`src/rtl/assert_macros.svh`:
```
// assertion macros shared by the rtl files
`ifndef ASSERT_MACROS_SVH
`define ASSERT_MACROS_SVH

// property that must hold at every clock edge outside reset
`define SPTA_ASSERT_ALWAYS(label, clk, rst, prop) \
   label: assert property (@(posedge clk) disable iff (rst) (prop)) \
      else $error("invariant check failed");

// consequent checked in the same cycle as the antecedent
`define SPTA_ASSERT_IMP(label, clk, rst, cond, prop) \
   label: assert property (@(posedge clk) disable iff (rst) (cond) |-> (prop)) \
      else $error("same-cycle implication failed");

// consequent checked in the cycle after the antecedent
`define SPTA_ASSERT_NXT(label, clk, rst, cond, prop) \
   label: assert property (@(posedge clk) disable iff (rst) (cond) |=> (prop)) \
      else $error("next-cycle implication failed");

`endif

```
`src/rtl/spta_pkg.sv`:
```
// shared types, codes and constants of the sparse polynomial term adder
`default_nettype none

package spta_pkg;

   localparam int DEFAULT_MAX_TERMS = 32;
   localparam int COEF_W            = 32;
   localparam int POWER_W           = 8;
   localparam int ENTRY_W           = COEF_W + 2 * POWER_W;

   localparam logic [1:0] REQ_LOAD  = 2'd0;
   localparam logic [1:0] REQ_ADD   = 2'd1;
   localparam logic [1:0] REQ_EMIT  = 2'd2;
   localparam logic [1:0] REQ_CLEAR = 2'd3;

   localparam logic [1:0] STAT_OK     = 2'd0;
   localparam logic [1:0] STAT_MERGED = 2'd1;
   localparam logic [1:0] STAT_FULL   = 2'd2;

   typedef struct packed {
      logic [POWER_W-1:0] power_x;
      logic [POWER_W-1:0] power_y;
   } key_type;

   typedef struct packed {
      logic cmp_en;     // capture the match vector for the key
      logic key_we;     // store the key of a newly appended entry
      logic abs_set;    // mark an entry as having absorbed a term
      logic clear_all;  // drop every absorbed mark
   } match_ctl_type;

   typedef enum logic [3:0] {
      ST_IDLE    = 4'b0001,
      ST_ADD_SEL = 4'b0010,
      ST_ADD_WR  = 4'b0100,
      ST_EMIT    = 4'b1000
   } state_type;

endpackage

`default_nettype wire

```
`src/rtl/spta_ram.sv`:
```
// generic simple dual-port ram with registered read
`default_nettype none

module spta_ram #(
   parameter int WIDTH = 8,
   parameter int DEPTH = 32
) (
   input  wire logic                     clock,
   input  wire logic                     wr_en,
   input  wire logic [$clog2(DEPTH)-1:0] wr_addr,
   input  wire logic [WIDTH-1:0]         wr_data,
   input  wire logic [$clog2(DEPTH)-1:0] rd_addr,
   output logic      [WIDTH-1:0]         rd_data
);

   logic [WIDTH-1:0] mem_ff [DEPTH];
   logic [WIDTH-1:0] rd_data_ff;

   always_ff @(posedge clock) begin
      if (wr_en) begin
         mem_ff[wr_addr] <= wr_data;
      end
      rd_data_ff <= mem_ff[rd_addr];
   end

   assign rd_data = rd_data_ff;

endmodule

`default_nettype wire

```
`src/rtl/spta_match.sv`:
```
// power keys, absorbed marks and first-match search over the term table
`default_nettype none

module spta_match #(
   parameter int MAX_TERMS = spta_pkg::DEFAULT_MAX_TERMS
) (
   input  wire logic                               clock,
   input  wire logic                               reset,
   input  wire spta_pkg::match_ctl_type            ctl,
   input  wire spta_pkg::key_type                  key,
   input  wire logic [$clog2(MAX_TERMS)-1:0]       wr_idx,
   input  wire logic [$clog2(MAX_TERMS)-1:0]       set_idx,
   input  wire logic [$clog2(MAX_TERMS+1)-1:0]     first_count,
   output logic                                    hit,
   output logic      [$clog2(MAX_TERMS)-1:0]       hit_idx
);

   import spta_pkg::*;

   localparam int IW = $clog2(MAX_TERMS);
   localparam int CW = $clog2(MAX_TERMS + 1);

   key_type              key_ff [MAX_TERMS];
   key_type              key_in [MAX_TERMS];
   logic [MAX_TERMS-1:0] absorbed_ff;
   logic [MAX_TERMS-1:0] absorbed_in;
   logic [MAX_TERMS-1:0] match_ff;
   logic [MAX_TERMS-1:0] match_in;

   // one comparator per entry, limited to first-polynomial entries not yet absorbed
   always_comb begin
      for (int i = 0; i < MAX_TERMS; i++) begin
         match_in[i] = (CW'(i) < first_count) && !absorbed_ff[i] && (key_ff[i] == key);
         key_in[i]   = key_ff[i];
      end
      if (ctl.key_we) begin
         key_in[wr_idx] = key;
      end
   end

   always_comb begin
      absorbed_in = absorbed_ff;
      if (ctl.clear_all) begin
         absorbed_in = '0;
      end else begin
         if (ctl.key_we) begin
            absorbed_in[wr_idx] = 1'b0;
         end
         if (ctl.abs_set) begin
            absorbed_in[set_idx] = 1'b1;
         end
      end
   end

   always_ff @(posedge clock) begin
      if (reset) begin
         absorbed_ff <= '0;
      end else begin
         absorbed_ff <= absorbed_in;
      end
   end

   always_ff @(posedge clock) begin
      key_ff <= key_in;
      if (ctl.cmp_en) begin
         match_ff <= match_in;
      end
   end

   // lowest matching index wins
   always_comb begin
      hit     = |match_ff;
      hit_idx = '0;
      for (int i = MAX_TERMS - 1; i >= 0; i--) begin
         if (match_ff[i]) begin
            hit_idx = IW'(i);
         end
      end
   end

endmodule

`default_nettype wire

```
`src/rtl/sparse_poly_term_adder_core.sv`:
```
// top level of the sparse polynomial term adder: sequencer, term ram and key matcher
// load and clear answer in the cycle after start; add answers after key compare and select
//   on append or full, and after key compare, select and ram rmw on a merge
// emit of n terms: one term word per cycle from the registered ram read, busy while reading
// load, clear, empty emit keep busy low; add and emit hold it until done; busy gates start
// the receiver cannot stall: every rsp word is valid for exactly one cycle
// reset clears counts and absorbed marks at once; term contents stay undefined until written
`default_nettype none
`include "assert_macros.svh"

module sparse_poly_term_adder_core #(
   parameter int MAX_TERMS = spta_pkg::DEFAULT_MAX_TERMS
) (
   input  wire logic                                clock,
   input  wire logic                                reset,
   // request channel
   input  wire logic                                start,
   output logic                                     busy,
   input  wire logic        [1:0]                   req_type,
   input  wire logic signed [spta_pkg::COEF_W-1:0]  req_coefficient,
   input  wire logic        [spta_pkg::POWER_W-1:0] req_power_x,
   input  wire logic        [spta_pkg::POWER_W-1:0] req_power_y,
   // response channel
   output logic                                     rsp_valid,
   output logic signed      [spta_pkg::COEF_W-1:0]  rsp_out_coefficient,
   output logic             [spta_pkg::POWER_W-1:0] rsp_out_power_x,
   output logic             [spta_pkg::POWER_W-1:0] rsp_out_power_y,
   output logic                                     rsp_is_term,
   output logic                                     rsp_last,
   output logic             [1:0]                   rsp_status
);

   import spta_pkg::*;

   localparam int IW = $clog2(MAX_TERMS);
   localparam int CW = $clog2(MAX_TERMS + 1);

   // control registers
   state_type         state_ff, state_in;
   logic [CW-1:0]     term_count_ff, term_count_in;
   logic [CW-1:0]     first_count_ff, first_count_in;
   logic              ack_valid_ff, ack_valid_in;
   logic              emit_out_ff, emit_out_in;

   // payload registers
   logic [COEF_W-1:0]  coef_ff, coef_in;
   logic [POWER_W-1:0] px_ff, px_in;
   logic [POWER_W-1:0] py_ff, py_in;
   logic [IW-1:0]      rd_idx_ff, rd_idx_in;
   logic [IW-1:0]      tgt_idx_ff, tgt_idx_in;
   logic [1:0]         ack_status_ff, ack_status_in;
   logic               emit_last_ff, emit_last_in;

   // ram ports
   logic               ram_we;
   logic [IW-1:0]      ram_waddr;
   logic [ENTRY_W-1:0] ram_wdata;
   logic [IW-1:0]      ram_raddr;
   logic [ENTRY_W-1:0] ram_rdata;
   logic [COEF_W-1:0]  rd_coef;
   logic [POWER_W-1:0] rd_px;
   logic [POWER_W-1:0] rd_py;

   // matcher ports
   match_ctl_type      mctl;
   key_type            mkey;
   logic               hit;
   logic [IW-1:0]      hit_idx;

   logic               accept;
   logic               full;
   logic [CW-1:0]      count_m1;

   // terms for the checks
   logic               emit_final;
   logic               append_step;
   logic [CW-1:0]      count_p1;

   assign busy     = (state_ff != ST_IDLE);
   assign accept   = start && !busy;
   assign full     = (term_count_ff == CW'(MAX_TERMS));
   assign count_m1 = term_count_ff - CW'(1);

   assign {rd_coef, rd_px, rd_py} = ram_rdata;

   // compare and load use the request ports directly; later states use the latched word
   always_comb begin
      if (state_ff == ST_IDLE) begin
         mkey.power_x = req_power_x;
         mkey.power_y = req_power_y;
      end else begin
         mkey.power_x = px_ff;
         mkey.power_y = py_ff;
      end
   end

   // sequencer
   always_comb begin
      state_in       = state_ff;
      term_count_in  = term_count_ff;
      first_count_in = first_count_ff;
      ack_valid_in   = 1'b0;
      ack_status_in  = ack_status_ff;
      emit_out_in    = 1'b0;
      emit_last_in   = emit_last_ff;
      coef_in        = coef_ff;
      px_in          = px_ff;
      py_in          = py_ff;
      rd_idx_in      = rd_idx_ff;
      tgt_idx_in     = tgt_idx_ff;
      ram_we         = 1'b0;
      ram_waddr      = term_count_ff[IW-1:0];
      ram_wdata      = {coef_ff, px_ff, py_ff};
      ram_raddr      = rd_idx_ff;
      mctl           = '0;

      case (state_ff)
         ST_IDLE: begin
            if (accept) begin
               coef_in = req_coefficient;
               px_in   = req_power_x;
               py_in   = req_power_y;
               case (req_type)
                  REQ_LOAD: begin
                     ack_valid_in = 1'b1;
                     if (full) begin
                        ack_status_in = STAT_FULL;
                     end else begin
                        ack_status_in  = STAT_OK;
                        ram_we         = 1'b1;
                        ram_wdata      = {req_coefficient, req_power_x, req_power_y};
                        mctl.key_we    = 1'b1;
                        term_count_in  = term_count_ff + CW'(1);
                        first_count_in = term_count_ff + CW'(1);
                     end
                  end
                  REQ_ADD: begin
                     mctl.cmp_en = 1'b1;
                     state_in    = ST_ADD_SEL;
                  end
                  REQ_EMIT: begin
                     if (term_count_ff == '0) begin
                        ack_valid_in  = 1'b1;
                        ack_status_in = STAT_OK;
                     end else begin
                        rd_idx_in = '0;
                        state_in  = ST_EMIT;
                     end
                  end
                  REQ_CLEAR: begin
                     ack_valid_in   = 1'b1;
                     ack_status_in  = STAT_OK;
                     term_count_in  = '0;
                     first_count_in = '0;
                     mctl.clear_all = 1'b1;
                  end
                  default: begin
                     state_in = ST_IDLE;
                  end
               endcase
            end
         end
         ST_ADD_SEL: begin
            if (hit) begin
               // fetch the target coefficient for the read-modify-write
               ram_raddr  = hit_idx;
               tgt_idx_in = hit_idx;
               state_in   = ST_ADD_WR;
            end else begin
               ack_valid_in = 1'b1;
               state_in     = ST_IDLE;
               if (full) begin
                  ack_status_in = STAT_FULL;
               end else begin
                  // appended terms become merge targets only after a later load
                  ack_status_in = STAT_OK;
                  ram_we        = 1'b1;
                  mctl.key_we   = 1'b1;
                  term_count_in = term_count_ff + CW'(1);
               end
            end
         end
         ST_ADD_WR: begin
            ram_we        = 1'b1;
            ram_waddr     = tgt_idx_ff;
            ram_wdata     = {rd_coef + coef_ff, px_ff, py_ff};
            mctl.abs_set  = 1'b1;
            ack_valid_in  = 1'b1;
            ack_status_in = STAT_MERGED;
            state_in      = ST_IDLE;
         end
         ST_EMIT: begin
            // one ram read per cycle, data word shows the cycle after
            ram_raddr    = rd_idx_ff;
            emit_out_in  = 1'b1;
            emit_last_in = (CW'(rd_idx_ff) == count_m1);
            if (CW'(rd_idx_ff) == count_m1) begin
               state_in = ST_IDLE;
            end else begin
               rd_idx_in = rd_idx_ff + IW'(1);
            end
         end
         default: begin
            state_in = ST_IDLE;
         end
      endcase
   end

   always_ff @(posedge clock) begin
      if (reset) begin
         state_ff       <= ST_IDLE;
         term_count_ff  <= '0;
         first_count_ff <= '0;
         ack_valid_ff   <= 1'b0;
         emit_out_ff    <= 1'b0;
      end else begin
         state_ff       <= state_in;
         term_count_ff  <= term_count_in;
         first_count_ff <= first_count_in;
         ack_valid_ff   <= ack_valid_in;
         emit_out_ff    <= emit_out_in;
      end
   end

   always_ff @(posedge clock) begin
      coef_ff       <= coef_in;
      px_ff         <= px_in;
      py_ff         <= py_in;
      rd_idx_ff     <= rd_idx_in;
      tgt_idx_ff    <= tgt_idx_in;
      ack_status_ff <= ack_status_in;
      emit_last_ff  <= emit_last_in;
   end

   // term storage: coefficient and both powers per entry
   spta_ram #(
      .WIDTH (ENTRY_W),
      .DEPTH (MAX_TERMS)
   ) u_term_ram (
      .clock   (clock),
      .wr_en   (ram_we),
      .wr_addr (ram_waddr),
      .wr_data (ram_wdata),
      .rd_addr (ram_raddr),
      .rd_data (ram_rdata)
   );

   // parallel key compare against all entries
   spta_match #(
      .MAX_TERMS (MAX_TERMS)
   ) u_match (
      .clock       (clock),
      .reset       (reset),
      .ctl         (mctl),
      .key         (mkey),
      .wr_idx      (term_count_ff[IW-1:0]),
      .set_idx     (tgt_idx_ff),
      .first_count (first_count_ff),
      .hit         (hit),
      .hit_idx     (hit_idx)
   );

   // response word: emitted term straight from the ram read register, else the ack
   assign rsp_valid           = ack_valid_ff || emit_out_ff;
   assign rsp_out_coefficient = emit_out_ff ? rd_coef : '0;
   assign rsp_out_power_x     = emit_out_ff ? rd_px : '0;
   assign rsp_out_power_y     = emit_out_ff ? rd_py : '0;
   assign rsp_is_term         = emit_out_ff;
   assign rsp_last            = emit_out_ff ? emit_last_ff : 1'b1;
   assign rsp_status          = emit_out_ff ? STAT_OK : ack_status_ff;

   // checks
   assign emit_final  = (state_ff == ST_EMIT) && emit_last_in;
   assign append_step = (state_ff == ST_ADD_SEL) && !hit && !full;
   assign count_p1    = term_count_ff + CW'(1);

   `SPTA_ASSERT_ALWAYS(a_count_bound, clock, reset, term_count_ff <= CW'(MAX_TERMS))
   `SPTA_ASSERT_ALWAYS(a_first_le_count, clock, reset, first_count_ff <= term_count_ff)
   `SPTA_ASSERT_ALWAYS(a_single_source, clock, reset, !(ack_valid_ff && emit_out_ff))
   `SPTA_ASSERT_NXT(a_emit_end, clock, reset, emit_final, !busy && rsp_last && rsp_is_term)
   `SPTA_ASSERT_NXT(a_append_grows, clock, reset, append_step, term_count_ff == $past(count_p1))

endmodule

`default_nettype wire

```
`config.mk`:
```
export PLATFORM = sky130hd
export DESIGN_NAME = sparse_poly_term_adder_core
export DESIGN_NICKNAME = d
export VERILOG_FILES = /design/src/rtl/spta_pkg.sv /design/src/rtl/spta_ram.sv /design/src/rtl/spta_match.sv /design/src/rtl/sparse_poly_term_adder_core.sv
export VERILOG_INCLUDE_DIRS = /design/src /design/src/rtl
export SDC_FILE = /design/constraint.sdc
export NUM_CORES = 2
export LEC_CHECK = 0
export ABC_AREA = 1
export BUFFER_PORTS_ARGS = -buffer_cell sky130_fd_sc_hd__buf_2
export CAP_MARGIN = 20
export CORE_ASPECT_RATIO = 0.9
export CORE_UTILIZATION = 30
export CTS_CLUSTER_SIZE = 12
export DETAILED_ROUTE_END_ITERATION = 12
export PLACE_DENSITY_LB_ADDON = 0.3
export REMOVE_ABC_BUFFERS = 1
export SLEW_MARGIN = 20
export SYNTH_ARGS = -nofsm -noshare
export SYNTH_HDL_FRONTEND = slang
export SYNTH_SLANG_ARGS = --single-unit
```
`constraint.sdc`:
```
create_clock -name clock -period 22.8 [get_ports clock]
set_input_delay 1.14 -clock clock [delete_from_list [all_inputs] [get_ports clock]]
set_output_delay 1.14 -clock clock [all_outputs]
set_load 0.03 [all_outputs]
```
After elaboration in Yosys (flattened, before gate mapping) --
Memory sizes are Yosys's and may differ from the RTL's. A register that Yosys moved wholly into a read port is not among the register bits. Index checks and enable logic that the tools add are counted.
Cells by class: eq/ne operators 54, bitwise operators 4, reductions and logical operators 118, add/subtract/negate cells 4, mux-type cells 100, $lt $le $gt $ge 38
Operators by type and width (count):
- 512-bit bitwise mux | 1
- 16-bit == test | 32
- 5-bit two-way mux | 39
- 48-bit two-way mux | 3
- 32-bit two-way mux | 4
- 5-bit by 6-bit less-than comparator with 1-bit output (first input constant) | 16
- 48-bit one-hot mux with 2 select lines | 1
- 16-bit demux with 5-bit select | 1
- 1-bit logical AND | 68
- 4-bit by 6-bit less-than comparator with 1-bit output (first input constant) | 8
- 6-bit one-hot mux with 2 select lines | 3
- 1-bit logical NOT | 33
- 32-bit adder | 1
- 32-bit bitwise AND | 1
- 16-bit two-way mux | 2
- 32-bit inverter | 1
- 32-bit bitwise OR | 1
- 32-bit OR reduction | 1
- 3-bit by 6-bit less-than comparator with 1-bit output (first input constant) | 4
- 6-bit two-way mux | 4
- 1-bit two-way mux | 19
- 8-bit two-way mux | 2
- 1-bit by 6-bit less-than comparator with 1-bit output (first input constant) | 2
- 2-bit by 6-bit less-than comparator with 1-bit output (first input constant) | 2
- 40 further kinds | 69
Storage, ports and cells: memories 1, register bits after elaboration 655, RAM bits 1536, output and inout port bits 54, input port bits 53
Memory list:
- u_term_ram.mem_ff | depth 32, bits a word 48, rd ports 1, clocked after Yosys merged registers in 1, wr ports 1, line spta_ram.sv:16 | logic [WIDTH-1:0] mem_ff [DEPTH];

Depth between registers and ports, before layout --
depth in word-level cells 34, gate-level depth with buffers 45, depth with buffers taken out 42

Cells and area by module --
A second synthesis with hierarchy kept.
Unflattened totals: cells, all modules 8310, area, all modules 94480.6 sq um
Modules (own cells, without submodules):
- spta_ram | cells each 5279, area each 62969.1 sq um, instances 1
- spta_match | cells each 1923, area each 24447.2 sq um, instances 1
- sparse_poly_term_adder_core | cells each 1108, area each 7064.3 sq um, instances 1

Worst setup path after synthesis --
OpenSTA, ideal clock, no wires.
kind input -> register, start input start, end memory u_term_ram.mem_ff[10][0] (netlist bit), enable pin, path buffers 0, setup slack 14.370 ns, cell stages on the path 10, arrival 7.916 ns, path through inv_1 > nor2_1 > inv_1 > nor2_1 > nand2_1 > o21ai_0 > inv_1 > nand2_1 > nand2_1 > nor3_1
Between the ends: longest elaborated chain between the ends 5
Ends and longest elaborated chain:
- from (decl) | line sparse_poly_term_adder_core.sv:17 | input wire logic start,
- 1-bit logical AND | line sparse_poly_term_adder_core.sv:80 | assign accept = start && !busy;
- 1-bit two-way mux | line sparse_poly_term_adder_core.sv:119 | if (accept) begin
- 1-bit one-hot mux with 3 select lines | line sparse_poly_term_adder_core.sv:117 | case (state_ff)
- 1-bit two-way mux | line spta_ram.sv:20 | if (wr_en) begin
- 1-bit two-way mux (not written as such) | line spta_ram.sv:21 | mem_ff[wr_addr] <= wr_data;
- to (decl) | line spta_ram.sv:16
Every way passes these cells.

Final worst setup path --
start register u_match.match_ff[31], end register u_term_ram.rd_data_ff[36], in the netlist u_term_ram.rd_data[36], read port of u_term_ram.mem_ff
Between the ends: longest elaborated chain between the ends 34
Ends and longest elaborated chain:
- from (decl) | line spta_match.sv:27 | logic [MAX_TERMS-1:0] match_ff;
- from (signal assigned) | line spta_match.sv:66 | match_ff <= match_in;
- 5-bit two-way mux (32 in series) | line spta_match.sv:75 | if (match_ff[i]) begin
- named net hit_idx[1] | line sparse_poly_term_adder_core.sv:68 | logic [IW-1:0] hit_idx;
- 5-bit two-way mux | line sparse_poly_term_adder_core.sv:164 | if (hit) begin
- 5-bit two-way mux | line sparse_poly_term_adder_core.sv:117
- to (decl) | line spta_ram.sv:17 | logic [WIDTH-1:0] rd_data_ff;
The timed path passes the listed nets, and every way through them passes these cells. A chain may end at the register's enable or synchronous reset.

==> impl_metrics.ini <==
[sta]
hold-worst-slack_ns = 0.401
timing_hold_violations_final = 0
final.period_utilization = 0.286
fin_crit_period_ns = 6.53
count_of_endpoints_failing_setup_in_the_final_report = 0
grt_setup_unrepaired = no
clock_skew_ns = 0.101
slew_limit_fails = 0
maximum_operating_frequency_mhz = 153
slew_headroom = 0.100
tightestPinTransition_ns = 1.32

[detailed_routing]
drtPass1Iterations = 6
dr.first_iter.drc_count = 7407
drt_drc_violations_left = 0
viasPerCell = 5.12
drt-total-wl_mm = 323
vias = 69700
wl_per_cell_um = 23.7
antenna_left = 0

[placement]
place_congestion = 0.892
placement.io_buffers = 106
dpl.hpwl_mm = 170

[floorplanning]
initial_core_util = 0.301
die_width_um = 605
design.portCount = 107
area_of_the_die_um2 = 330000
placementRows = 199
die_h_um = 545
fp.coreArea_um2 = 326000

[clocking]
cts_setup_buffers = 0
cts_num_sinks = 2239
post_cts_hold_buffer_count = 0
clock_tree.buffer_depth = 4
clk_pin_slew_worst_paths_ns = 0.06
cts-resized-gates = 0
cts_inserted_buffers = 237
maximum_level_of_the_cts_h_tree = 4
clock-root-buffer = sky130_fd_sc_hd__clkbuf_16
cts_tree = done
clk_latency_ns = 0.95

[finish]
final_net_count = 9178
area_growth_syn_to_layout_pct = 13.1
layout.area.seq_um2 = 66300
drive_above_1_share = 0.0837
multi_input_comb_area_um2 = 25900
mostFrequentLayoutCells = sky130_fd_sc_hd__edfxtp_1, sky130_fd_sc_hd__nand2_1, sky130_fd_sc_hd__nand3_1, sky130_fd_sc_hd__inv_1, sky130_fd_sc_hd__clkbuf_16
num-fill-cells = 32400
most_common_cell_after_layout_fill_and_taps_aside = sky130_fd_sc_hd__edfxtp_1

[critical_path]
critical-path-slowest-cell = sky130_fd_sc_hd__buf_4
worstPathRequired_ns = 23.65
critical-path-top-cell-by-count = sky130_fd_sc_hd__nand2_1
timing.critical_path.buf_inv = 6
worst_path_dominant_cell_family = buffers and inverters
reg_to_reg_endpoint = u_term_ram.rd_data[36]
timing.setup.critical_path_class = reg2reg
critical-path-max-stage-delay_ns = 0.93
reg2reg_setup_slack_ns = 16.27
cp_max_fo = 134
critical_path_arrival_ns = 7.37
start_of_the_worst_register_to_register_path = u_match.match_ff[31]
worstSetupStartpointType = register
timing.critical_path.to_type = register
reg2regPathDepth = 27

[yosys]
postSynthRegisterBits = 2239
postSynthCellCount = 9065
postSynthAreaPerCell_um2 = 10.8
post-synth-top-area-cell = sky130_fd_sc_hd__edfxtp_1
ys.warnings.count = 0
post_synth_instance_area_um2 = 98300
async_reset_ff_frac = 0
post-synth-top-area-fraction = 0.654
synth_edf_count = 2141
yosys-top-cells-area = sky130_fd_sc_hd__edfxtp_1, sky130_fd_sc_hd__nand3_1, sky130_fd_sc_hd__nand2_1
ys_seq_area_frac = 0.674
primary_ff_master_synth = sky130_fd_sc_hd__edfxtp_1
synth.distinct_cells = 51

[pwr]
static-leakage-power_nw = 42.8
powerDensity_nw_per_um2 = 94.4
vdd_drop_max_mv = 0.0654
p_total_mw = 10.5

[run_status]
run_status = finished clean

[job]
maxCapViolations = 0

[grt]
first_global_vias = 66300
grt_first_pass_wirelength_mm = 465
grt_overflow = 0
antenna_found_initial = 36
grt_util_all_layers = 0.190
largest_net_degree_at_the_start_of_global_routing = 195

[min_path]
hold_path_startpoint = req_coefficient[3]
worst_hold_path_type = in2reg
hold_path_end = coef_ff[3]
timing.hold.worst_path_depth = 1
[layer usage]
| layer | GRT usage | vias to the layer above | wire [µm] |
|---|---|---|---|
| met4 | 0.0650 | 4 | 10300 |
| met1 | 0.259 | 34900 | 138000 |
| met2 | 0.311 | 2957 | 150000 |
| met3 | 0.0270 | 543 | 24100 |
| met5 | 0 | - | 26 |
| li1 | - | 31300 | - |
[metrics by stage]
stage          instances  TNS (ns)  cell area [µm²]  setup WS, ns  utilization
2_1_floorplan       8537    -18.53            96000        -0.415            -
3_3_place_gp       13200         0           104000         16.28        0.319
3_5_place_dp       13200         0           104000         16.35        0.319
4_1_cts            13600         0           111000         16.34        0.341
5_1_grt            13600         0           111000         15.88        0.341
6_report           13600         0           111000         16.27        0.341
[worst register-to-register path, delay by kind of cell, from the launching register on]
family,cells,cell delay [ns]
buf+inv,6,3.91
simple gates,15,1.36
flops,1,0.38
compound gates,6,0.83
[cells in the mapped netlist, types with 2 or more instances]
cell                           n
sky130_fd_sc_hd__a2111oi_0    35
sky130_fd_sc_hd__a211oi_1     21
sky130_fd_sc_hd__a21oi_1      71
sky130_fd_sc_hd__a221o_1       2
sky130_fd_sc_hd__a221oi_1     74
sky130_fd_sc_hd__a22o_1       24
sky130_fd_sc_hd__a31oi_1       3
sky130_fd_sc_hd__a32oi_1       2
sky130_fd_sc_hd__buf_1        52
sky130_fd_sc_hd__buf_2       161
sky130_fd_sc_hd__buf_4         8
sky130_fd_sc_hd__buf_6         5
sky130_fd_sc_hd__clkbuf_1    302
sky130_fd_sc_hd__clkinv_1      9
sky130_fd_sc_hd__dfxtp_1      98
sky130_fd_sc_hd__edfxtp_1   2141
sky130_fd_sc_hd__ha_1         40
sky130_fd_sc_hd__inv_1      1122
sky130_fd_sc_hd__mux2_2       15
sky130_fd_sc_hd__nand2_1    2084
sky130_fd_sc_hd__nand2_2       3
sky130_fd_sc_hd__nand3_1    1735
sky130_fd_sc_hd__nand3b_1    192
sky130_fd_sc_hd__nand4_1      21
sky130_fd_sc_hd__nor2_1      201
sky130_fd_sc_hd__nor3_1       21
sky130_fd_sc_hd__nor3_2        2
sky130_fd_sc_hd__nor4_1       49
sky130_fd_sc_hd__o2111ai_1    16
sky130_fd_sc_hd__o211ai_1     33
sky130_fd_sc_hd__o21a_1        4
sky130_fd_sc_hd__o21ai_0     176
sky130_fd_sc_hd__o21ai_1       7
sky130_fd_sc_hd__o21ai_2       2
sky130_fd_sc_hd__o21bai_1      3
sky130_fd_sc_hd__o221ai_1      6
sky130_fd_sc_hd__o22ai_1     106
sky130_fd_sc_hd__o311ai_0      2
sky130_fd_sc_hd__o31ai_1       2
sky130_fd_sc_hd__or2_2        65
sky130_fd_sc_hd__or4_1         3
sky130_fd_sc_hd__xnor2_1      37
sky130_fd_sc_hd__xor2_1      102
[worst max path at each step]
stage / end / startpoint / depth (start not counted)
floorplan: u_term_ram.rd_data[47] / u_match.match_ff[30] / 41
global placement: u_term_ram.rd_data[36] / u_match.match_ff[31] / 27
detailed placement: u_term_ram.rd_data[36] / u_match.match_ff[31] / 27
CTS: u_term_ram.rd_data[36] / u_match.match_ff[31] / 27
global route: u_term_ram.rd_data[0] / u_match.match_ff[31] / 27
finish: u_term_ram.rd_data[36] / u_match.match_ff[31] / 27
[state kept, by name, indices dropped and copies added (netlist names)]
register / cells
ack_status_ff: 2
ack_valid_ff: 1
coef_ff: 32
emit_last_ff: 1
first_count_ff: 6
px_ff: 8
py_ff: 8
rd_idx_ff: 5
rsp_is_term: 1
state_ff: 4
term_count_ff: 6
tgt_idx_ff: 5
u_match.absorbed_ff: 32
u_match.key_ff: 512
u_match.match_ff: 32
u_term_ram.mem_ff: 1536
u_term_ram.rd_data: 48
[cell families after synthesis]
| logic type | count (synthesis) | synth area share |
|---|---|---|
| AO/OA/AOI/OAI | 594 | 0.0397 |
| XOR/XNOR | 139 | 0.0124 |
| adder cells (fa/ha/maj) | 41 | 0.00530 |
| buffers and inverters | 1659 | 0.0661 |
| flip-flops | 2239 | 0.674 |
| multiplexers | 15 | 0.00172 |
| AND/OR/NAND/NOR | 4378 | 0.201 |
[area by class of cell]
type	instances	area share
inverter	1131	0.0388
timing repair buffer	308	0.0192
multi-input combinational	5167	0.233
clock buffer	356	0.0588
antenna	18	0.000405
clock inverter	74	0.00503
tap	4321	0.0486
sequential	2239	0.596
[power by group]
group	switching [mW]	leakage (nW)	internal (mW)
Combinational	1.47	19.2	0.440
Sequential	0.0560	20.2	4.89
Clock	1.61	3.46	2.02
Power figures use the tool's default switching activity.
